<file path="config.mk">
export PLATFORM = sky130hd
export DESIGN_NAME = flag_escape_byte_deframer_top
export DESIGN_NICKNAME = d
export VERILOG_FILES = /design/src/design/fedf_pkg.sv /design/src/design/fedf_in_reg.sv /design/src/design/fedf_decode.sv /design/src/design/fedf_out_reg.sv /design/src/design/flag_escape_byte_deframer_top.sv
export SDC_FILE = /design/constraint.sdc
export NUM_CORES = 1
export LEC_CHECK = 0
export BUFFER_PORTS_ARGS = -buffer_cell sky130_fd_sc_hd__buf_2
export CORE_UTILIZATION = 25
export DETAILED_ROUTE_END_ITERATION = 8
export GPL_ROUTABILITY_DRIVEN = 0
export GPL_TIMING_DRIVEN = 0
export HOLD_SLACK_MARGIN = 0.05
export SKIP_LAST_GASP = 1
export SYNTH_ARGS = -nofsm -noshare
export SYNTH_HDL_FRONTEND = slang
export SYNTH_HIERARCHICAL = 1
export SYNTH_SLANG_ARGS = --single-unit
</file>
<file path="constraint.sdc">
create_clock -name i_clk -period 3.7 [get_ports i_clk]
set_clock_uncertainty 0.15 [all_clocks]
set_input_delay 0.185 -clock i_clk [delete_from_list [all_inputs] [get_ports i_clk]]
set_output_delay 0.185 -clock i_clk [all_outputs]
set_load 0.02 [all_outputs]
</file>
<file path="src/design/fedf_pkg.sv">
package fedf_pkg;

    localparam int unsigned LEN_BITS_DEF = 16;

    localparam logic [7:0] FLAG_BYTE = 8'h7E;
    localparam logic [7:0] ESC_BYTE  = 8'h7D;
    localparam logic [7:0] ESC_FLAG  = 8'h5E;
    localparam logic [7:0] ESC_ESC   = 8'h5D;

    localparam logic [7:0]  MIN_LEN_RESET = 8'd2;
    localparam logic [15:0] FRAME_LEN_MAX = 16'hFFFF;

    typedef enum logic [1:0] {
        MODE_HUNT  = 2'd0,
        MODE_FRAME = 2'd1,
        MODE_ESC   = 2'd2
    } t_mode;

    typedef enum logic [1:0] {
        STATUS_OK        = 2'd0,
        STATUS_SHORT     = 2'd1,
        STATUS_BAD_ESC   = 2'd2
    } t_status;

    typedef struct packed {
        logic [7:0]  data_byte;
        logic        is_end;
        t_status     frame_status;
        logic [15:0] frame_len;
    } t_result;

endpackage

</file>
<file path="src/design/fedf_in_reg.sv">
module fedf_in_reg (
    input  logic       i_clk,
    input  logic       i_rst_n,
    input  logic       s_axis_tvalid,
    output logic       s_axis_tready,
    input  logic [7:0] s_axis_tdata,
    input  logic       i_advance,
    output logic       o_valid,
    output logic [7:0] o_byte
);

    logic       r_valid;
    logic [7:0] r_byte;
    logic       n_valid;

    // The held byte leaves whenever the decoder can hand its result on.
    assign s_axis_tready = !r_valid || i_advance;

    always_comb begin
        n_valid = r_valid;
        if (s_axis_tready) begin
            n_valid = s_axis_tvalid;
        end
    end

    always_ff @(posedge i_clk) begin
        if (!i_rst_n) begin
            r_valid <= 1'b0;
        end else begin
            r_valid <= n_valid;
        end
    end

    always_ff @(posedge i_clk) begin
        if (s_axis_tready && s_axis_tvalid) begin
            r_byte <= s_axis_tdata;
        end
    end

    assign o_valid = r_valid;
    assign o_byte  = r_byte;

endmodule

</file>
<file path="src/design/fedf_decode.sv">
module fedf_decode #(
    parameter int unsigned LEN_BITS = fedf_pkg::LEN_BITS_DEF
) (
    input  logic             i_clk,
    input  logic             i_rst_n,
    input  logic             i_cfg_valid,
    output logic             o_cfg_ready,
    input  logic [7:0]       i_cfg_data,
    input  logic             i_valid,
    input  logic [7:0]       i_byte,
    input  logic             i_advance,
    output logic             o_res_valid,
    output fedf_pkg::t_result o_res
);

    localparam int unsigned EXT_BITS = (LEN_BITS > 16) ? LEN_BITS : 16;
    localparam logic [LEN_BITS-1:0] COUNT_MAX = {LEN_BITS{1'b1}};

    fedf_pkg::t_mode   r_mode;
    fedf_pkg::t_mode   n_mode;
    logic              r_esc_err;
    logic              n_esc_err;
    logic [LEN_BITS-1:0] r_count;
    logic [LEN_BITS-1:0] n_count;
    logic [7:0]        r_min_len;
    logic              take;
    logic              put;
    logic [7:0]        put_byte;
    logic [EXT_BITS-1:0] count_ext;
    logic [LEN_BITS-1:0] count_inc;

    assign o_cfg_ready = 1'b1;
    assign take        = i_valid && i_advance;
    assign count_ext   = EXT_BITS'(r_count);
    assign count_inc   = (r_count == COUNT_MAX) ? r_count : r_count + 1'b1;

    always_comb begin
        n_mode      = r_mode;
        n_esc_err   = r_esc_err;
        n_count     = r_count;
        o_res_valid = 1'b0;
        o_res       = '0;
        put         = 1'b0;
        put_byte    = i_byte;
        if (take) begin
            unique case (r_mode)
                fedf_pkg::MODE_FRAME, fedf_pkg::MODE_ESC: begin
                    if (i_byte == fedf_pkg::FLAG_BYTE) begin
                        o_res_valid   = 1'b1;
                        o_res.is_end  = 1'b1;
                        if (r_esc_err) begin
                            o_res.frame_status = fedf_pkg::STATUS_BAD_ESC;
                        end else if (count_ext < EXT_BITS'(r_min_len)) begin
                            o_res.frame_status = fedf_pkg::STATUS_SHORT;
                        end else begin
                            o_res.frame_status = fedf_pkg::STATUS_OK;
                        end
                        o_res.frame_len = (count_ext > EXT_BITS'(fedf_pkg::FRAME_LEN_MAX))
                                        ? fedf_pkg::FRAME_LEN_MAX : count_ext[15:0];
                        n_mode    = fedf_pkg::MODE_HUNT;
                        n_esc_err = 1'b0;
                        n_count   = '0;
                    end else if (r_esc_err) begin
                        n_mode = fedf_pkg::MODE_FRAME;
                    end else if (r_mode == fedf_pkg::MODE_ESC) begin
                        n_mode = fedf_pkg::MODE_FRAME;
                        if (i_byte == fedf_pkg::ESC_FLAG) begin
                            put      = 1'b1;
                            put_byte = fedf_pkg::FLAG_BYTE;
                        end else if (i_byte == fedf_pkg::ESC_ESC) begin
                            put      = 1'b1;
                            put_byte = fedf_pkg::ESC_BYTE;
                        end else begin
                            n_esc_err = 1'b1;
                        end
                    end else if (i_byte == fedf_pkg::ESC_BYTE) begin
                        n_mode = fedf_pkg::MODE_ESC;
                    end else begin
                        put = 1'b1;
                    end
                end
                default: begin
                    // Hunting, and the unused code behaves the same.
                    if (i_byte == fedf_pkg::FLAG_BYTE) begin
                        n_mode    = fedf_pkg::MODE_FRAME;
                        n_esc_err = 1'b0;
                        n_count   = '0;
                    end
                end
            endcase
            if (put) begin
                o_res_valid     = 1'b1;
                o_res.data_byte = put_byte;
                n_count         = count_inc;
            end
        end
    end

    always_ff @(posedge i_clk) begin
        if (!i_rst_n) begin
            r_mode    <= fedf_pkg::MODE_HUNT;
            r_esc_err <= 1'b0;
            r_count   <= '0;
            r_min_len <= fedf_pkg::MIN_LEN_RESET;
        end else begin
            r_mode    <= n_mode;
            r_esc_err <= n_esc_err;
            r_count   <= n_count;
            if (i_cfg_valid) begin
                r_min_len <= i_cfg_data;
            end
        end
    end

    a_data_clean: assert property (@(posedge i_clk) disable iff (!i_rst_n)
        (o_res_valid && !o_res.is_end) |->
            (o_res.frame_status == fedf_pkg::STATUS_OK && o_res.frame_len == '0))
        else $error("data result carries end fields");

    a_end_clean: assert property (@(posedge i_clk) disable iff (!i_rst_n)
        (o_res_valid && o_res.is_end) |=>
            (r_mode == fedf_pkg::MODE_HUNT && r_count == '0 && !r_esc_err))
        else $error("frame close did not return to hunting");

    a_hunt_idle: assert property (@(posedge i_clk) disable iff (!i_rst_n)
        (r_mode == fedf_pkg::MODE_HUNT) |-> (r_count == '0 && !r_esc_err))
        else $error("hunting with frame state left over");

    a_err_mode: assert property (@(posedge i_clk) disable iff (!i_rst_n)
        r_esc_err |-> (r_mode == fedf_pkg::MODE_FRAME))
        else $error("escape error outside a frame");

endmodule

</file>
<file path="src/design/fedf_out_reg.sv">
module fedf_out_reg (
    input  logic              i_clk,
    input  logic              i_rst_n,
    input  logic              i_res_valid,
    input  fedf_pkg::t_result i_res,
    output logic              o_advance,
    output logic              o_valid,
    output fedf_pkg::t_result o_res,
    input  logic              i_ready
);

    logic              r_valid;
    fedf_pkg::t_result r_res;
    logic              n_valid;

    // A new result may enter while the held one is taken in the same cycle.
    assign o_advance = !r_valid || i_ready;

    always_comb begin
        n_valid = r_valid;
        if (o_advance) begin
            n_valid = i_res_valid;
        end
    end

    always_ff @(posedge i_clk) begin
        if (!i_rst_n) begin
            r_valid <= 1'b0;
        end else begin
            r_valid <= n_valid;
        end
    end

    always_ff @(posedge i_clk) begin
        if (o_advance && i_res_valid) begin
            r_res <= i_res;
        end
    end

    assign o_valid = r_valid;
    assign o_res   = r_res;

endmodule

</file>
<file path="src/design/flag_escape_byte_deframer_top.sv">
// Data path: a byte accepted into the input register is decoded combinationally,
// and its result reaches the master side from the result register.
// Throughput: one byte per cycle while the master side takes results; bytes that
// give no result still pass the decode stage with its single state update per beat.
// Reset (i_rst_n low, synchronous): hunting for a flag, count and error cleared,
// min_frame_len back to 2, both stages empty.
module flag_escape_byte_deframer_top #(
    parameter int unsigned LEN_BITS = fedf_pkg::LEN_BITS_DEF
) (
    input  logic        i_clk,
    input  logic        i_rst_n,
    input  logic        i_cfg_valid,
    output logic        o_cfg_ready,
    input  logic [7:0]  i_cfg_data,     // min_frame_len
    input  logic        s_axis_tvalid,
    output logic        s_axis_tready,
    input  logic [7:0]  s_axis_tdata,   // [7:0] in_byte
    output logic        m_axis_tvalid,
    input  logic        m_axis_tready,
    output logic [31:0] m_axis_tdata,   // [7:0] data_byte, [9:8] frame_status,
                                        // [25:10] frame_len, [31:26] zero
    output logic        m_axis_tlast    // is_end
);

    logic              in_valid;
    logic [7:0]        in_byte;
    logic              advance;
    logic              res_valid;
    fedf_pkg::t_result res;
    fedf_pkg::t_result out_res;

    fedf_in_reg u_in_reg (
        .i_clk         (i_clk),
        .i_rst_n       (i_rst_n),
        .s_axis_tvalid (s_axis_tvalid),
        .s_axis_tready (s_axis_tready),
        .s_axis_tdata  (s_axis_tdata),
        .i_advance     (advance),
        .o_valid       (in_valid),
        .o_byte        (in_byte)
    );

    fedf_decode #(
        .LEN_BITS (LEN_BITS)
    ) u_decode (
        .i_clk       (i_clk),
        .i_rst_n     (i_rst_n),
        .i_cfg_valid (i_cfg_valid),
        .o_cfg_ready (o_cfg_ready),
        .i_cfg_data  (i_cfg_data),
        .i_valid     (in_valid),
        .i_byte      (in_byte),
        .i_advance   (advance),
        .o_res_valid (res_valid),
        .o_res       (res)
    );

    fedf_out_reg u_out_reg (
        .i_clk       (i_clk),
        .i_rst_n     (i_rst_n),
        .i_res_valid (res_valid),
        .i_res       (res),
        .o_advance   (advance),
        .o_valid     (m_axis_tvalid),
        .o_res       (out_res),
        .i_ready     (m_axis_tready)
    );

    assign m_axis_tdata = {6'd0, out_res.frame_len, out_res.frame_status, out_res.data_byte};
    assign m_axis_tlast = out_res.is_end;

endmodule
</file>
==> flow_metrics.env, run 1 <==
export IMPL_antenna_found_initial=0
export IMPL_cts_sinks=64
export IMPL_p_switching_mw=0.337
export IMPL_yosysWarningCount=6
export IMPL_synth_cell_types=49
export IMPL_finalSetupViolations=0
export IMPL_start_util=0.259
export IMPL_status="complete, but fails checks"
export IMPL_portBuffers=48
export IMPL_fin_crit_sh=0.897
export IMPL_finalPower_mw=1.61
export IMPL_synthCells=271
export IMPL_fp_dieArea_um2=12400
export IMPL_cp_required_ns=3.53
export IMPL_end_kind="register"
export IMPL_h_tree_depth=3
export IMPL_routed_wl_um=6600
export IMPL_chipHeight_um=111
export IMPL_yosysSeqAreaShare=0.545
export IMPL_synth_avg_cell_area_um2=11.0
export IMPL_worst_slew_pin_slew_ns=1.01
export IMPL_synth_edf_count=35
export IMPL_dpl_hpwl_um=4690
export IMPL_endpoint="u_out_reg/o_res[11]$_DFFE_PP_"
export IMPL_drive_above_1_share=0.222
export IMPL_drtIter0Drc=111
export IMPL_cp_data_arrival_time_ns=3.15
export IMPL_ys_flop_type="edfxtp_1"
export IMPL_clk_latency_ns=0.33
export IMPL_syn2layout_area_growth_pct=30.3
export IMPL_track_usage=0.114
export IMPL_timing_fmax_mhz=301
export IMPL_io_pins=57
export IMPL_cts_tree="done"
export IMPL_relSlewSlack=0.318
export IMPL_startpoint_type="register"
export IMPL_drc=12
export IMPL_switching_share=0.210
export IMPL_cts_root_buf="clkbuf_16"
export IMPL_num_vias=2293
export IMPL_ys_top_cells_by_area="edfxtp_1 (35%), dfxtp_1 (19%), and2_1 (5.2%)"
export IMPL_reg2reg_depth=7
export IMPL_yosysTopAreaCell="edfxtp_1"
export IMPL_r2r_setup_slack_ns=0.38
export IMPL_hold_violations=0
export IMPL_grt_pass1_vias=2272
export IMPL_hold_path_class="in -> reg"
export IMPL_yosysTopAreaCellShare=0.351
export IMPL_dr_pass1_iters=6
export IMPL_rr_endpoint="u_out_reg/o_res[11]$_DFFE_PP_"
export IMPL_maxCapViolations=0
export IMPL_internal_power_mw=1.27
export IMPL_reg2reg_from="u_decode/r_mode[0]$_SDFFE_PN0P_"
export IMPL_post_cts_resize_count=0
export IMPL_grt_max_degree=28
export IMPL_fin_crit_ns=3.32
export IMPL_cp_max_fo=27
export IMPL_rsz0062_at_grt="no"
export IMPL_finalSetupTns_ns=0
export IMPL_place_area_um2=3430
export IMPL_n_antenna_cell=0
export IMPL_violations="DRC"
export IMPL_synth_most_common_cell="edfxtp_1"
export IMPL_power_density_nw_per_um2=412
export IMPL_die_w_um=111
export IMPL_cts_buffers=9
export IMPL_gr_total_overflow=0
export IMPL_synth_commonest_cells="edfxtp_1 (35), dfxtp_1 (29), and2_1 (25)"
export IMPL_vdd_drop_max_mv=0.150
export IMPL_drtAntennaViolNets=0
export IMPL_netlist_area_um2=2990
export IMPL_viasPerCell=4.56
export IMPL_coreArea_um2=11600
export IMPL_cp_startpoint="u_decode/r_mode[0]$_SDFFE_PN0P_"
export IMPL_grt_pass1_wl_um=11000
export IMPL_path_clk_slew_ns=0.05
export IMPL_drt_wirelength_per_cell_um=13.1
export IMPL_seqPwrFrac=0.478
export IMPL_async_flop_share=0
export IMPL_maxSlewViolCount=0
export IMPL_ys_seq_elements=64
export IMPL_clockBufferDepth=2
export IMPL_placementRows=39
export IMPL_pwr_share_clk=0.471
export IMPL_power_leakage_nw=1.63
export IMPL_criticalPathCategory="reg -> reg"
export IMPL_nets=385
export IMPL_final_area_um2=3900
export IMPL_pwr_share_comb=0.051
## placed cells by master, fill, tap and decap left out, types with 3 or more instances in the layout
cell type,n
and2_1,25
buf_2,50
clkbuf_16,9
o211ai_1,5
conb_1,7
clkbuf_1,10
nand4_1,5
buf_4,7
nand2_1,16
ha_1,9
inv_1,14
mux2i_1,11
a41oi_1,4
or4_1,3
dlygate4sd3_1,20
nor3_1,3
and4_1,5
nor4_1,7
nand3_1,6
edfxtp_1,35
dfxtp_1,29
and3_1,4
nand2b_1,7
nor2_1,15
a31oi_1,16
## routing by layer
metal	routed length, µm	GRT usage	part of all wire
met4	154	0.0676	0.023
met3	306	0.0294	0.046
met5	0	0	0
met2	3130	0.187	0.47
met1	3020	0.134	0.46
## sequential cells by signal (all words and copies together), names as in the netlist
signal,count
u_decode/count_ext,16
u_decode/r_esc_err,1
u_decode/r_min_len,8
u_decode/r_mode,2
u_in_reg/o_byte,8
u_in_reg/o_valid,1
u_out_reg/o_res,27
u_out_reg/o_valid,1
## power by group through the flow
| stage | logic [mW] | clock network, mW | registers, mW |
|---|---|---|---|
| finish | 0.0825 | 0.756 | 0.767 |
| global route | 0.0908 | 0.812 | 0.769 |
| CTS | 0.0825 | 0.771 | 0.767 |
| detailed placement | 0.0658 | 0 | 0.782 |
| global placement | 0.0645 | 0 | 0.781 |
| floorplan | 0.0467 | 0 | 0.779 |
## stage by stage
| stage | cells | setup WS, ns | hold slack, ns | util |
|---|---|---|---|---|
| finish | 503 | 0.380 | 0.237 | 0.337 |
| detailed placement | 467 | 0.416 | 0.213 | 0.297 |
| floorplan | 276 | 1.04 | 0.134 | - |
| global placement | 467 | 0.495 | 0.214 | 0.297 |
| global route | 503 | 0.121 | 0.245 | 0.337 |
| CTS | 503 | 0.395 | 0.230 | 0.337 |
## final cells by class
type | count | area (µm²)
fill | 1148 | 7670
sequential | 64 | 1630
multi-input combinational | 181 | 1230
timing repair buffer | 68 | 440
clock buffer | 12 | 246
tap | 143 | 179
buffer | 17 | 92.6
inverter | 14 | 52.6
clock inverter | 4 | 21.3
## critical path, stage by stage, from the launching register on
cell,delay (ns)
dfxtp_1,0.32
inv_1,0.04
ha_1,0.30
clkbuf_1,0.22
nor4_2,0.93
clkbuf_1,0.41
or2_2,0.21
and2_4,0.38
## worst min-delay path by stage
| stage | end | startpoint | slack (ns) | cells past startpoint |
|---|---|---|---|---|
| 6_report | u_decode/r_min_len[4]$_SDFFE_PN0P_ | i_cfg_valid | 0.24 | 3 |
| 4_1_cts | u_decode/r_min_len[4]$_SDFFE_PN0P_ | i_cfg_valid | 0.23 | 3 |
| 3_5_place_dp | u_in_reg/o_byte[4]$_DFFE_PP_ | s_axis_tdata[4] | 0.21 | 1 |
| 5_1_grt | u_decode/r_min_len[4]$_SDFFE_PN0P_ | i_cfg_valid | 0.24 | 3 |
| 3_3_place_gp | u_in_reg/o_byte[2]$_DFFE_PP_ | s_axis_tdata[2] | 0.21 | 1 |
| 2_1_floorplan | u_decode/r_min_len[1]$_SDFFE_PN1P_ | i_rst_n | 0.13 | 1 |
## repair_timing
action,4_1_cts,5_1_grt
endpoints found under the setup margin,0,0
hold buffers,20,0
setup buffers,0,0
hold endpoints to repair,19,0
## kinds of logic after synthesis
group | synth area share
xor gates and xnor gates | 0.00293
buffers and inverters | 0.0485
muxes | 0.0368
DFF | 0.545
adders and majority gates | 0.0376
and+or+nand+nor | 0.214
AOI/OAI and AO/OA | 0.112
other | 0.00251
Power figures use the tool's default switching activity.
==> inputs of run 2 (changes only) <==
--- a/config.mk
+++ b/config.mk
@@ -6,11 +6,13 @@
 export NUM_CORES = 1
 export LEC_CHECK = 0
 export BUFFER_PORTS_ARGS = -buffer_cell sky130_fd_sc_hd__buf_2
+export CORE_ASPECT_RATIO = 1.75
 export CORE_UTILIZATION = 25
 export DETAILED_ROUTE_END_ITERATION = 8
 export GPL_ROUTABILITY_DRIVEN = 0
 export GPL_TIMING_DRIVEN = 0
 export HOLD_SLACK_MARGIN = 0.05
+export SKIP_CTS_REPAIR_TIMING = 1
 export SKIP_LAST_GASP = 1
 export SYNTH_ARGS = -nofsm -noshare
 export SYNTH_HDL_FRONTEND = slang
==> constraint.sdc (replaced) <==
create_clock -name i_clk -period 3.7 [get_ports i_clk]
set_clock_uncertainty 0.15 [all_clocks]
set_input_delay 0 -clock i_clk [delete_from_list [all_inputs] [get_ports i_clk]]
set_output_delay 0 -clock i_clk [all_outputs]
set_load 0.02 [all_outputs]
==> flow_metrics.env, run 2 (synthesis gave the netlist of run 1 again) <==
export IMPL_io_pins=57
export IMPL_busiest_layer="met2"
export IMPL_hold_path_class="in -> reg"
export IMPL_multiInputGateArea_um2=1230
export IMPL_violations="DRC"
export IMPL_n_antenna_cell=0
export IMPL_fillers=1215
export IMPL_r2r_setup_slack_ns=0.36
export IMPL_nets=387
export IMPL_min_path_cells=3
export IMPL_h_tree_depth=3
export IMPL_hold_violations=0
export IMPL_power_density_nw_per_um2=405
export IMPL_place_ws_ns=0.406
export IMPL_fin_crit_sh=0.902
export IMPL_die_w_um=84.7
export IMPL_cp_required_ns=3.82
export IMPL_clockBufferDepth=2
export IMPL_rsz0062_at_grt="no"
export IMPL_reg2reg_depth=10
export IMPL_worst_slew_pin_slew_ns=1.04
export IMPL_drt_wirelength_per_cell_um=13.8
export IMPL_drtAntennaViolNets=0
export IMPL_antenna_found_initial=0
export IMPL_grt_pass1_vias=2272
export IMPL_portBuffers=48
export IMPL_cp_data_arrival_time_ns=3.46
export IMPL_drive_above_1_share=0.215
export IMPL_cts_sinks=64
export IMPL_criticalPathCategory="reg -> reg"
export IMPL_maxCapViolations=0
export IMPL_drtIter0Drc=150
export IMPL_layout_commonest_cell="buf_2"
export IMPL_cp_max_fo=10
export IMPL_reg2reg_from="u_decode/r_mode[0]$_SDFFE_PN0P_"
export IMPL_status="complete, but fails checks"
export IMPL_met1_usage=0.108
export IMPL_grt_use_met2=0.216
export IMPL_clk_latency_ns=0.33
export IMPL_placementRows=52
export IMPL_cts_root_buf="clkbuf_16"
export IMPL_cts_buffers=9
export IMPL_track_usage=0.114
export IMPL_largest_reg_flops=27
export IMPL_rr_endpoint="u_out_reg/o_valid$_SDFFE_PN0P_"
export IMPL_vdd_drop_max_mv=0.219
export IMPL_chipHeight_um=147
export IMPL_hp_start="i_cfg_valid"
export IMPL_power_leakage_nw=1.63
export IMPL_final_cell_mix="buf_2 (50), edfxtp_1 (35), dfxtp_1 (29)"
export IMPL_final_core_util=0.337
export IMPL_viasPerCell=4.73
export IMPL_whs_endpoint="u_decode/r_min_len[7]$_SDFFE_PN0P_"
export IMPL_finalSetupTns_ns=0
export IMPL_fp_dieArea_um2=12400
export IMPL_startpoint_type="register"
export IMPL_path_clk_slew_ns=0.05
export IMPL_finalSetupViolations=0
export IMPL_routed_wl_um=6850
export IMPL_dr_pass1_iters=8
export IMPL_syn2layout_area_growth_pct=30.2
export IMPL_cts_tree="done"
export IMPL_timing_final_ws_setup_ns=0.362
export IMPL_gr_total_overflow=0
export IMPL_num_vias=2352
export IMPL_grtUsageMet3=0.0230
export IMPL_grt_max_degree=28
export IMPL_seq_area_um2=1630
export IMPL_start_util=0.258
export IMPL_end_kind="register"
export IMPL_fin_crit_ns=3.34
export IMPL_relSlewSlack=0.299
export IMPL_grt_pass1_wl_um=10800
export IMPL_maxSlewViolCount=0
export IMPL_dpl_hpwl_um=4980
export IMPL_timing_fmax_mhz=300
export IMPL_coreArea_um2=11600
export IMPL_drc=1
-- run 2: cell count changes in the layout (fill, tap and decap cells not counted), sizes merged --
cell	change
dlygate4sd3	+2
clkbuf	-1
clkinv	+1
-- run 2: how the worst max path moves through the flow --
stage	startpoint	to	slack, ns
after floorplan	u_decode/r_mode[0]$_SDFFE_PN0P_	u_out_reg/o_res[0]$_DFFE_PP_	1.04
after global placement	u_decode/r_mode[0]$_SDFFE_PN0P_	u_out_reg/o_res[16]$_DFFE_PP_	0.50
after detailed placement	u_decode/r_mode[0]$_SDFFE_PN0P_	u_out_reg/o_res[16]$_DFFE_PP_	0.41
after CTS	u_decode/r_mode[0]$_SDFFE_PN0P_	u_out_reg/o_res[14]$_DFFE_PP_	0.38
after global routing	u_decode/r_mode[0]$_SDFFE_PN0P_	u_out_reg/o_valid$_SDFFE_PN0P_	0.11
final	u_decode/r_mode[0]$_SDFFE_PN0P_	u_out_reg/o_valid$_SDFFE_PN0P_	0.36
-- run 2: per-layer routing --
| layer | wire, µm | share of wire |
|---|---|---|
| met3 | 271 | 0.040 |
| met4 | 214 | 0.031 |
| met1 | 2580 | 0.38 |
| met2 | 3790 | 0.55 |
| met5 | 0 | 0 |
-- run 2: where the power goes --
part	leakage (nW)	total, mW	switching (mW)	internal, mW
logic	0.894	0.0839	0.0393	0.0446
clock network	0.122	0.725	0.281	0.444
registers	0.618	0.768	0.00909	0.759
-- run 2: area by class of cell --
class	count	share of cell area
sequential	64	0.419
multi-input combinational	181	0.317
timing repair buffer	70	0.118
clock buffer	11	0.0597
tap	135	0.0433
buffer	17	0.0238
inverter	14	0.0135
clock inverter	5	0.00610
-- run 2: metrics by stage --
stage          total power [mW]  cells  instance area, µm²  hold slack (ns)
2_1_floorplan             0.826    276                3010          -0.0514
3_3_place_gp              0.846    459                3420           0.0295
3_5_place_dp              0.848    459                3420           0.0283
4_1_cts                    1.58    475                3680           -0.312
5_1_grt                    1.64    497                3900            0.118
6_report                   1.58    497                3900            0.102
-- run 2: worst max-delay path: stages, from the launching register on --
cell and delay [ns]:
dfxtp_1 0.32, inv_1 0.04, ha_1 0.24, nor2_1 0.23
a41oi_1 0.13, nor4_2 0.90, clkbuf_1 0.38, or2_2 0.20
inv_1 0.05, a21boi_2 0.10, dlygate4sd3_1 0.55
